[config.mk]
export PLATFORM = sky130hd
export DESIGN_NAME = protobuf_field_extractor
export DESIGN_NICKNAME = d
export VERILOG_FILES = /design/src/sv/pfe_pkg.sv /design/src/sv/pfe_front.sv /design/src/sv/pfe_job_fifo.sv /design/src/sv/pfe_back.sv /design/src/sv/protobuf_field_extractor.sv
export SDC_FILE = /design/constraint.sdc
export NUM_CORES = 1
export LEC_CHECK = 0
export ABC_AREA = 1
export BUFFER_PORTS_ARGS = -buffer_cell sky130_fd_sc_hd__buf_2
export CELL_PAD_IN_SITES_DETAIL_PLACEMENT = 1
export CELL_PAD_IN_SITES_GLOBAL_PLACEMENT = 1
export CORE_ASPECT_RATIO = 0.75
export CORE_MARGIN = 2
export CORE_UTILIZATION = 53
export DETAILED_ROUTE_END_ITERATION = 10
export PLACE_DENSITY_LB_ADDON = 0.1
export SYNTH_ARGS = -nofsm -noshare
export SYNTH_HDL_FRONTEND = slang
export SYNTH_SLANG_ARGS = --single-unit
[constraint.sdc]
create_clock -name clk -period 15 [get_ports clk]
set_input_delay 1.5 -clock clk [delete_from_list [all_inputs] [get_ports clk]]
set_output_delay 1.5 -clock clk [all_outputs]
set_load 0.005 [all_outputs]
[src/sv/pfe_pkg.sv]
// ----------------------------------------------------------------------------
// pfe_pkg
// Shared types and constants of the protobuf field extractor: parse phases,
// error codes and the job descriptor that goes from the parser to the result
// sequencer.
// ----------------------------------------------------------------------------
package pfe_pkg;

    localparam int MAX_VARINT_BYTES_DEF = 8;
    localparam int COUNT_BITS_DEF       = 8;
    localparam int JOB_DEPTH_DEF        = 4;

    localparam logic [7:0] TARGET_RESET = 8'd1;

    // Parse phase of the current message
    typedef enum logic [2:0] {
        PH_TAG,
        PH_VARINT,
        PH_LENGTH,
        PH_PAYLOAD,
        PH_DONE
    } phase_t;

    // Error codes on the final result beat
    typedef enum logic [2:0] {
        ERR_OK        = 3'd0,
        ERR_TRUNC     = 3'd1,
        ERR_VARINT    = 3'd2,
        ERR_LENGTH    = 3'd3,
        ERR_NOT_FOUND = 3'd4
    } err_t;

    // Work for the result sequencer caused by one input byte:
    // ndata value bytes from data (LSB first), then an optional tail beat.
    typedef struct packed {
        logic [63:0] data;
        logic [3:0]  ndata;
        logic        data_last;  // final data beat carries last
        logic [7:0]  vlen;
        logic [7:0]  consumed;
        logic        tail;       // closing beat without a value byte
        err_t        err;
    } job_t;

endpackage

[src/sv/pfe_front.sv]
// ----------------------------------------------------------------------------
// pfe_front
// Byte parser: walks tags, varints, lengths and payloads one valid byte per
// cycle and turns every byte that causes results into one job descriptor.
// ----------------------------------------------------------------------------
module pfe_front
    import pfe_pkg::*;
#(
    parameter int MAX_VARINT_BYTES = MAX_VARINT_BYTES_DEF,
    parameter int COUNT_BITS       = COUNT_BITS_DEF
)
(
    input  logic       clk,
    input  logic       rst_n,
    input  logic [7:0] target_field,
    input  logic       byte_valid,
    input  logic [7:0] in_byte,
    input  logic       end_of_message,
    output logic       job_push,
    output job_t       job
);

    localparam int AW = 7 * MAX_VARINT_BYTES;
    localparam int CW = $clog2(MAX_VARINT_BYTES + 1);

    phase_t                phase_reg, phase_next;
    logic [AW-1:0]         acc_reg, acc_next;
    logic [CW-1:0]         cnt_reg, cnt_next;
    logic                  match_reg, match_next;
    logic [7:0]            rem_reg, rem_next;
    logic [7:0]            plen_reg, plen_next;
    logic [COUNT_BITS-1:0] bc_reg, bc_next;

    logic [AW-1:0]         acc_new;
    logic [CW-1:0]         cnt_inc;
    logic [63:0]           v64;
    logic [7:0]            rem_dec;
    logic [16:0]           bc_ext;
    logic                  tag_match;

    // State registers
    always_ff @(posedge clk or negedge rst_n)
    begin
        if (!rst_n)
        begin
            phase_reg <= PH_TAG;
            acc_reg   <= '0;
            cnt_reg   <= '0;
            match_reg <= 1'b0;
            rem_reg   <= '0;
            plen_reg  <= '0;
            bc_reg    <= '0;
        end
        else
        begin
            phase_reg <= phase_next;
            acc_reg   <= acc_next;
            cnt_reg   <= cnt_next;
            match_reg <= match_next;
            rem_reg   <= rem_next;
            plen_reg  <= plen_next;
            bc_reg    <= bc_next;
        end
    end

    // Varint accumulation: drop the 7 data bits in at the current group
    always_comb
    begin
        acc_new = acc_reg;
        for (int i = 0; i < MAX_VARINT_BYTES; i++)
        begin
            if (cnt_reg == CW'(i))
            begin
                acc_new[7*i +: 7] = in_byte[6:0];
            end
        end
    end

    assign cnt_inc   = cnt_reg + CW'(1);
    assign v64       = 64'(acc_new);
    assign rem_dec   = (rem_reg != 8'd0) ? rem_reg - 8'd1 : rem_reg;
    assign tag_match = (v64[63:11] == '0) && (v64[10:3] == target_field);

    // Next state and job
    always_comb
    begin
        phase_next = phase_reg;
        acc_next   = acc_reg;
        cnt_next   = cnt_reg;
        match_next = match_reg;
        rem_next   = rem_reg;
        plen_next  = plen_reg;
        bc_next    = bc_reg;
        job        = '0;
        job.err    = ERR_OK;
        job_push   = 1'b0;

        // saturating byte count, shown capped at 255
        bc_ext = 17'(bc_reg);
        if (bc_reg != '1)
        begin
            bc_ext = 17'(bc_reg) + 17'd1;
        end
        job.consumed = (bc_ext > 17'd255) ? 8'hff : bc_ext[7:0];

        if (byte_valid)
        begin
            if (phase_reg == PH_DONE)
            begin
                // rest of the message is ignored
                if (end_of_message)
                begin
                    phase_next = PH_TAG;
                end
            end
            else
            begin
                bc_next = bc_ext[COUNT_BITS-1:0];
                case (phase_reg)
                    PH_PAYLOAD:
                    begin
                        rem_next = rem_dec;
                        if (match_reg)
                        begin
                            job.data      = 64'(in_byte);
                            job.ndata     = 4'd1;
                            job.data_last = (rem_dec == 8'd0);
                            job.vlen      = plen_reg;
                        end
                        if (rem_dec == 8'd0)
                        begin
                            phase_next = match_reg ? PH_DONE : PH_TAG;
                        end
                    end
                    default:
                    begin
                        if (in_byte[7])
                        begin
                            // continuation byte
                            acc_next = acc_new;
                            cnt_next = cnt_inc;
                            if (cnt_inc >= CW'(MAX_VARINT_BYTES))
                            begin
                                job.tail   = 1'b1;
                                job.err    = ERR_VARINT;
                                phase_next = PH_DONE;
                            end
                        end
                        else
                        begin
                            acc_next = '0;
                            cnt_next = '0;
                            case (phase_reg)
                                PH_TAG:
                                begin
                                    match_next = tag_match;
                                    case (v64[2:0])
                                        3'd0:    phase_next = PH_VARINT;
                                        3'd1:
                                        begin
                                            plen_next  = 8'd8;
                                            rem_next   = 8'd8;
                                            phase_next = PH_PAYLOAD;
                                        end
                                        3'd5:
                                        begin
                                            plen_next  = 8'd4;
                                            rem_next   = 8'd4;
                                            phase_next = PH_PAYLOAD;
                                        end
                                        3'd2:    phase_next = PH_LENGTH;
                                        default:
                                        begin
                                            // groups and unused types: no payload
                                            if (tag_match)
                                            begin
                                                job.tail   = 1'b1;
                                                phase_next = PH_DONE;
                                            end
                                        end
                                    endcase
                                end
                                PH_VARINT:
                                begin
                                    if (match_reg)
                                    begin
                                        if (v64[63:32] != '0)
                                            job.ndata = 4'd8;
                                        else if (v64[31:16] != '0)
                                            job.ndata = 4'd4;
                                        else if (v64[15:8] != '0)
                                            job.ndata = 4'd2;
                                        else
                                            job.ndata = 4'd1;
                                        job.data      = v64;
                                        job.data_last = 1'b1;
                                        job.vlen      = 8'(job.ndata);
                                        plen_next     = 8'(job.ndata);
                                        phase_next    = PH_DONE;
                                    end
                                    else
                                    begin
                                        phase_next = PH_TAG;
                                    end
                                end
                                default:
                                begin
                                    // length of a length-delimited field
                                    if (v64[63:8] != '0)
                                    begin
                                        job.tail   = 1'b1;
                                        job.err    = ERR_LENGTH;
                                        phase_next = PH_DONE;
                                    end
                                    else
                                    begin
                                        plen_next = v64[7:0];
                                        rem_next  = v64[7:0];
                                        if (v64[7:0] != 8'd0)
                                        begin
                                            phase_next = PH_PAYLOAD;
                                        end
                                        else if (match_reg)
                                        begin
                                            job.tail   = 1'b1;
                                            phase_next = PH_DONE;
                                        end
                                        else
                                        begin
                                            phase_next = PH_TAG;
                                        end
                                    end
                                end
                            endcase
                        end
                    end
                endcase

                // message ends before the target is done
                if (end_of_message && (phase_next != PH_DONE))
                begin
                    job.tail = 1'b1;
                    job.err  = ((phase_next == PH_TAG) && (cnt_next == '0)) ?
                               ERR_NOT_FOUND : ERR_TRUNC;
                end
                job_push = (job.ndata != 4'd0) || job.tail;
            end

            // new message starts clean
            if (end_of_message)
            begin
                phase_next = PH_TAG;
                acc_next   = '0;
                cnt_next   = '0;
                match_next = 1'b0;
                rem_next   = '0;
                plen_next  = '0;
                bc_next    = '0;
            end
        end
    end

endmodule

[src/sv/pfe_job_fifo.sv]
// ----------------------------------------------------------------------------
// pfe_job_fifo
// Short job queue between the parser and the result sequencer.
// ----------------------------------------------------------------------------
module pfe_job_fifo
    import pfe_pkg::*;
#(
    parameter int DEPTH = JOB_DEPTH_DEF
)
(
    input  logic clk,
    input  logic rst_n,
    input  logic wr_en,
    input  job_t wr_job,
    input  logic rd_en,
    output job_t rd_job,
    output logic not_empty,
    output logic full
);

    localparam int PW = (DEPTH > 1) ? $clog2(DEPTH) : 1;
    localparam int NW = $clog2(DEPTH + 1);

    job_t          mem [DEPTH];
    logic [PW-1:0] wp_reg, wp_next;
    logic [PW-1:0] rp_reg, rp_next;
    logic [NW-1:0] cnt_reg, cnt_next;
    logic          do_wr, do_rd;

    assign do_wr     = wr_en && !full;
    assign do_rd     = rd_en && not_empty;
    assign not_empty = (cnt_reg != '0);
    assign full      = (cnt_reg == NW'(DEPTH));
    assign rd_job    = mem[rp_reg];

    // Pointer and fill count
    always_comb
    begin
        wp_next  = wp_reg;
        rp_next  = rp_reg;
        cnt_next = cnt_reg;
        if (do_wr)
        begin
            wp_next = (wp_reg == PW'(DEPTH - 1)) ? '0 : wp_reg + PW'(1);
        end
        if (do_rd)
        begin
            rp_next = (rp_reg == PW'(DEPTH - 1)) ? '0 : rp_reg + PW'(1);
        end
        if (do_wr && !do_rd)
        begin
            cnt_next = cnt_reg + NW'(1);
        end
        else if (do_rd && !do_wr)
        begin
            cnt_next = cnt_reg - NW'(1);
        end
    end

    always_ff @(posedge clk or negedge rst_n)
    begin
        if (!rst_n)
        begin
            wp_reg  <= '0;
            rp_reg  <= '0;
            cnt_reg <= '0;
        end
        else
        begin
            wp_reg  <= wp_next;
            rp_reg  <= rp_next;
            cnt_reg <= cnt_next;
        end
    end

    // Storage
    always_ff @(posedge clk)
    begin
        if (do_wr)
        begin
            mem[wp_reg] <= wr_job;
        end
    end

endmodule

[src/sv/pfe_back.sv]
// ----------------------------------------------------------------------------
// pfe_back
// Result sequencer: expands each job into result beats, one per cycle while
// pop keeps up, into a registered output stage.
// ----------------------------------------------------------------------------
module pfe_back
    import pfe_pkg::*;
(
    input  logic       clk,
    input  logic       rst_n,
    input  job_t       head_job,
    input  logic       head_valid,
    output logic       head_take,
    output logic       empty,
    input  logic       pop,
    output logic [7:0] data_byte,
    output logic       has_byte,
    output logic       last,
    output logic [7:0] value_length,
    output logic [7:0] consumed,
    output logic [2:0] error_code
);

    job_t       job_reg, job_next;
    logic       busy_reg, busy_next;
    logic       ov_reg, ov_next;
    logic [7:0] data_reg;
    logic       has_reg;
    logic       last_reg;
    logic [7:0] vlen_reg;
    logic [7:0] cons_reg;
    err_t       err_reg;

    logic       out_ready;
    logic       beat;
    logic       beat_final;
    logic [7:0] b_data;
    logic       b_has;
    logic       b_last;
    logic [7:0] b_vlen;
    logic [7:0] b_cons;
    err_t       b_err;

    assign out_ready = !ov_reg || pop;
    assign beat      = busy_reg && out_ready;

    // Beat built from the current job
    always_comb
    begin
        b_data     = 8'd0;
        b_has      = 1'b0;
        b_last     = 1'b0;
        b_vlen     = 8'd0;
        b_cons     = 8'd0;
        b_err      = ERR_OK;
        beat_final = 1'b1;
        if (job_reg.ndata != 4'd0)
        begin
            b_data     = job_reg.data[7:0];
            b_has      = 1'b1;
            b_last     = job_reg.data_last && (job_reg.ndata == 4'd1);
            beat_final = (job_reg.ndata == 4'd1) && !job_reg.tail;
            if (b_last)
            begin
                b_vlen = job_reg.vlen;
                b_cons = job_reg.consumed;
            end
        end
        else
        begin
            b_last = 1'b1;
            b_cons = job_reg.consumed;
            b_err  = job_reg.err;
        end
    end

    // Job register: advance a byte per beat, reload at the end
    always_comb
    begin
        job_next  = job_reg;
        busy_next = busy_reg;
        head_take = 1'b0;
        if (beat)
        begin
            job_next.data  = {8'd0, job_reg.data[63:8]};
            job_next.ndata = (job_reg.ndata != 4'd0) ? job_reg.ndata - 4'd1 : 4'd0;
        end
        if (!busy_reg || (beat && beat_final))
        begin
            head_take = head_valid;
            busy_next = head_valid;
            if (head_valid)
            begin
                job_next = head_job;
            end
        end
        ov_next = beat ? 1'b1 : (pop ? 1'b0 : ov_reg);
    end

    always_ff @(posedge clk or negedge rst_n)
    begin
        if (!rst_n)
        begin
            busy_reg <= 1'b0;
            ov_reg   <= 1'b0;
        end
        else
        begin
            busy_reg <= busy_next;
            ov_reg   <= ov_next;
        end
    end

    always_ff @(posedge clk)
    begin
        job_reg <= job_next;
        if (beat)
        begin
            data_reg <= b_data;
            has_reg  <= b_has;
            last_reg <= b_last;
            vlen_reg <= b_vlen;
            cons_reg <= b_cons;
            err_reg  <= b_err;
        end
    end

    assign empty        = !ov_reg;
    assign data_byte    = data_reg;
    assign has_byte     = has_reg;
    assign last         = last_reg;
    assign value_length = vlen_reg;
    assign consumed     = cons_reg;
    assign error_code   = err_reg;

endmodule

[src/sv/protobuf_field_extractor.sv]
// ----------------------------------------------------------------------------
// protobuf_field_extractor
// Pulls the value of one field out of a protobuf-encoded byte stream.
// ----------------------------------------------------------------------------
// The block takes one message byte per clock while full is low. A parser
// handles each byte in its cycle and posts the results it causes as one job
// into a JOB_DEPTH-deep queue; a sequencer drains that queue one result
// beat per clock, while pop keeps up, into an output register. Payload bytes
// therefore stream through at one per cycle. A matched varint gives 1, 2, 4
// or 8 beats from a single byte, so input keeps flowing until the job queue
// fills; full drops again as the sequencer works those beats off. A write
// to target_field takes effect at the next tag.
module protobuf_field_extractor
    import pfe_pkg::*;
#(
    parameter int MAX_VARINT_BYTES = MAX_VARINT_BYTES_DEF,
    parameter int COUNT_BITS       = COUNT_BITS_DEF,
    parameter int JOB_DEPTH        = JOB_DEPTH_DEF
)
(
    input  logic       clk,
    input  logic       rst_n,
    input  logic       target_field_we,
    input  logic [7:0] target_field,
    input  logic       push,
    output logic       full,
    input  logic [7:0] in_byte,
    input  logic       end_of_message,
    output logic       empty,
    input  logic       pop,
    output logic [7:0] data_byte,
    output logic       has_byte,
    output logic       last,
    output logic [7:0] value_length,
    output logic [7:0] consumed,
    output logic [2:0] error_code
);

    logic [7:0] target_reg;
    logic       accept;
    logic       job_push;
    job_t       job;
    job_t       head_job;
    logic       head_valid;
    logic       head_take;

    // Target field register
    always_ff @(posedge clk or negedge rst_n)
    begin
        if (!rst_n)
        begin
            target_reg <= TARGET_RESET;
        end
        else if (target_field_we)
        begin
            target_reg <= target_field;
        end
    end

    assign accept = push && !full;

    pfe_front #(
        .MAX_VARINT_BYTES (MAX_VARINT_BYTES),
        .COUNT_BITS       (COUNT_BITS)
    ) u_front (
        .clk            (clk),
        .rst_n          (rst_n),
        .target_field   (target_reg),
        .byte_valid     (accept),
        .in_byte        (in_byte),
        .end_of_message (end_of_message),
        .job_push       (job_push),
        .job            (job)
    );

    pfe_job_fifo #(
        .DEPTH (JOB_DEPTH)
    ) u_job_fifo (
        .clk       (clk),
        .rst_n     (rst_n),
        .wr_en     (job_push),
        .wr_job    (job),
        .rd_en     (head_take),
        .rd_job    (head_job),
        .not_empty (head_valid),
        .full      (full)
    );

    pfe_back u_back (
        .clk          (clk),
        .rst_n        (rst_n),
        .head_job     (head_job),
        .head_valid   (head_valid),
        .head_take    (head_take),
        .empty        (empty),
        .pop          (pop),
        .data_byte    (data_byte),
        .has_byte     (has_byte),
        .last         (last),
        .value_length (value_length),
        .consumed     (consumed),
        .error_code   (error_code)
    );

endmodule

==> flow_metrics.py <==
metrics = {
    "status": {
        "status": "completed",
    },
    "synthesis": {
        "ys_seq_elements": 547,
        "synth_most_common_cell": "nor2_1",
        "synth_flop_cell": "edfxtp_1",
        "yosys-top-cells-count": "nor2_1, nand2_1, edfxtp_1",
        "synth.distinct_cells": 57,
        "synth_area_um2": 23530,
        "synth.top_cell.area_share_pct": 47.74,
        "async_flop_share_pct": 19.20,
        "avgSynthCellArea_um2": 10.00,
        "ys_top_cells_by_area": "edfxtp_1, dfrtp_1, nor2_1, nand2_1, o21ai_0",
        "synth_enable_flop_cells": 374,
        "ys_seq_area_share_pct": 64.70,
        "syn-num-nets": 2388,
        "netlist_instances": 2352,
        "yosysWarnings": 0,
        "yosys.area.top_type": "edfxtp_1",
    },
    "worst_setup_path": {
        "worstPathBufferInverterCount": 4,
        "critical_path_depth": 18,
        "crit_path_end": "u_job_fifo.mem[2][14]",
        "path_cells": "inv_1 > ha_1 > nand3_1 > nand2_1 > nand2_1 > nor2_1 > nand3_1 > nor2_1 > nand2_1 > nor2_1 > nand2_2 > nand2_1 > inv_2 > nor3_2 > o21bai_1 > inv_2 > a21boi_4 > buf_4",
        "startpoint": "u_front.cnt_reg[0]",
        "cp.arrival_ns": 5.96,
        "cp-end-kind": "flip-flop",
        "cp_max_fo": 56,
        "crit_path_frequent_cell": "nand2_1",
        "reg2reg_slack_ns": 9.27,
        "cp_slowest_stage_delay_ns": 0.84,
        "r2r_cells": 18,
        "startpoint_type": "flip-flop",
        "rr_startpoint": "u_front.cnt_reg[0]",
        "crit_family": "simple AND/OR/NAND/NOR gates",
        "critPathKind": "reg2reg",
        "slowest_stage": "buf_4",
        "r2r-end": "u_job_fifo.mem[2][14]",
        "cp_data_required_time_ns": 15.23,
    },
    "placement": {
        "portBuffers": 52,
        "gp_congestion": 0.9760,
        "hpwl_um": 45140,
        "pre_cts_ws_ns": 9.076,
        "place_inst": 2873,
    },
    "clock_tree": {
        "worstSkewPairLatency_ns": 0.62,
        "cts_tree": "yes",
        "cts-root-buf": "clkbuf_16",
        "ctsHtreeMaxLevel": 2,
        "cts_buffers": 51,
        "ctsResizeCount": 0,
        "cts.sinks": 547,
        "cts_setup_buffers": 0,
        "cts_hold_buf": 0,
        "clockBufferDepth": 3,
        "clk_pin_slew_ns": 0.06,
    },
    "timing": {
        "min_period_ns": 5.731,
        "setup-tns-final_ns": 0,
        "worst_pin_slew_ns": 1.275,
        "finalSetupViolCount": 0,
        "hold_ws_ns": 0.4550,
        "finalCritPeriodShare_pct": 38.21,
        "rsz0062_at_grt": "no",
        "fin_ws_ns": 9.269,
        "fmax_mhz": 174.5,
        "fin_worst_skew_ns": 0.01979,
        "hold_viol_final": 0,
        "relSlewSlack_pct": 14.50,
        "slew_viol_final": 0,
    },
    "routing": {
        "drtIter0Drc": 1778,
        "drtPass1Iterations": 5,
        "route.detailed.drc": 0,
        "routed_wl_um": 71890,
        "via_per_inst": 6.070,
        "antenna_left": 0,
        "vias": 18027,
        "wl_per_cell_um": 24.21,
    },
    "finish": {
        "fillers": 4682,
        "largest_reg_flops": 324,
        "finalNonFillerCells": 2970,
        "final_layout_size_suffix_gt1_share_pct": 8.661,
        "nNetsFinal": 2384,
        "syn2layout_area_growth_pct": 10.58,
        "post-route-util_pct": 59.66,
    },
    "power_and_ir_drop": {
        "power.density_nw_per_um2": 192.8,
        "cellLeakagePower_nw": 10.17,
        "ir_drop_mv": 0.1145,
    },
    "global_route": {
        "antenna_found_initial": 1,
        "grt_pass1_vias": 18573,
        "overflow": 0,
        "grt_pass1_wl_um": 109300,
        "grt_max_degree": 108,
        "grtUsageTotal_pct": 31.20,
    },
    "job": {
        "drv_cap": 0,
    },
    "floorplanning": {
        "die_h_um": 186.5,
        "die_x_um": 247.3,
        "core_area_um2": 43600,
        "initial_core_util_pct": 53.95,
        "die_area_um2": 46110,
        "rows": 66,
        "ios": 53,
    },
    "worst_hold_path": {
        "hold_path.class": "reg2reg",
    },
}
## placed cells by master (no fill, tap or decap), types with 5 or more instances in the layout
cell	count
o21ai_0	282
clkbuf_16	52
dfxtp_1	68
o22ai_1	90
clkinv_1	8
nor2_1	387
nand2_2	9
a21oi_1	29
clkbuf_1	7
xor2_1	8
clkinv_2	14
nand4_1	27
nand2_1	388
edfxtp_1	374
a31oi_1	57
a211oi_1	7
nor3_1	20
inv_2	5
nand3_1	108
buf_4	23
inv_1	173
buf_2	51
ha_1	13
bufinv_16	8
dfrtp_1	102
o21ai_1	10
## power by group
group          switching, mW  internal, mW
combinational           1.10         0.418
clock                  0.593         0.798
sequential             0.173          1.94
total                   1.86          3.15
## worst register-to-register path: cells and delay by family, from the launching register on
kind,cells,cell delay [ns]
AO/OA/AOI/OAI,2,0.99
flip-flops,1,0.41
AND/OR/NAND/NOR,11,2.08
buffers and inverters,4,1.26
adder cells (fa/ha/maj),1,0.58
## per-stage QoR
| step | power (mW) | area (µm²) |
|---|---|---|
| 2_1_floorplan | 3.087 | 23530 |
| 3_3_place_gp | 3.511 | 24230 |
| 3_5_place_dp | 3.609 | 24230 |
| 4_1_cts | 5.016 | 26010 |
| 5_1_grt | 5.256 | 26010 |
| 6_report | 5.016 | 26020 |
## final cells by class
| cell class | instances | area [µm²] | share of cell area (%) |
|---|---|---|---|
| multi-input cells | 1491 | 7152 | 27.49 |
| flip-flops and latches | 547 | 15230 | 58.54 |
| repair buffers | 74 | 427.9 | 1.645 |
| inverters | 183 | 694.4 | 2.669 |
| clock buffers | 63 | 1383 | 5.315 |
| clock inverters | 32 | 401.6 | 1.544 |
| diodes | 2 | 5.005 | 0.01924 |
| well taps | 578 | 723.2 | 2.780 |
## kinds of logic after synthesis
group / count (synthesis) / share of synthesized area, %
buf+inv: 314 / 5.239
simple gates: 966 / 17.02
compound gates: 501 / 11.88
fa+ha+maj: 14 / 0.7765
flops: 547 / 64.70
mux: 1 / 0.04786
xor+xnor: 9 / 0.3351
## how the worst min path moves through the flow
stage | startpoint | to | slack (ns) | cells after the start
after global routing | u_back.job_reg[82] | u_back.job_reg[82] | 0.46 | 2
final | u_back.job_reg[82] | u_back.job_reg[82] | 0.46 | 2
after floorplan | u_back.job_reg[81] | u_back.job_reg[81] | 0.42 | 2
after global placement | u_back.job_reg[87] | u_back.job_reg[87] | 0.43 | 2
after CTS | u_back.job_reg[82] | u_back.job_reg[82] | 0.45 | 2
after detailed placement | u_back.job_reg[82] | u_back.job_reg[82] | 0.44 | 2
## metal layers
layer | GRT usage, % | share of wire [%]
met1 | 44.99 | 43
met2 | 50.31 | 47
met3 | 4.257 | 7.5
met4 | 7.761 | 2.0
met5 | 0 | 0
Note: power is estimated with default switching activity, not from simulation.
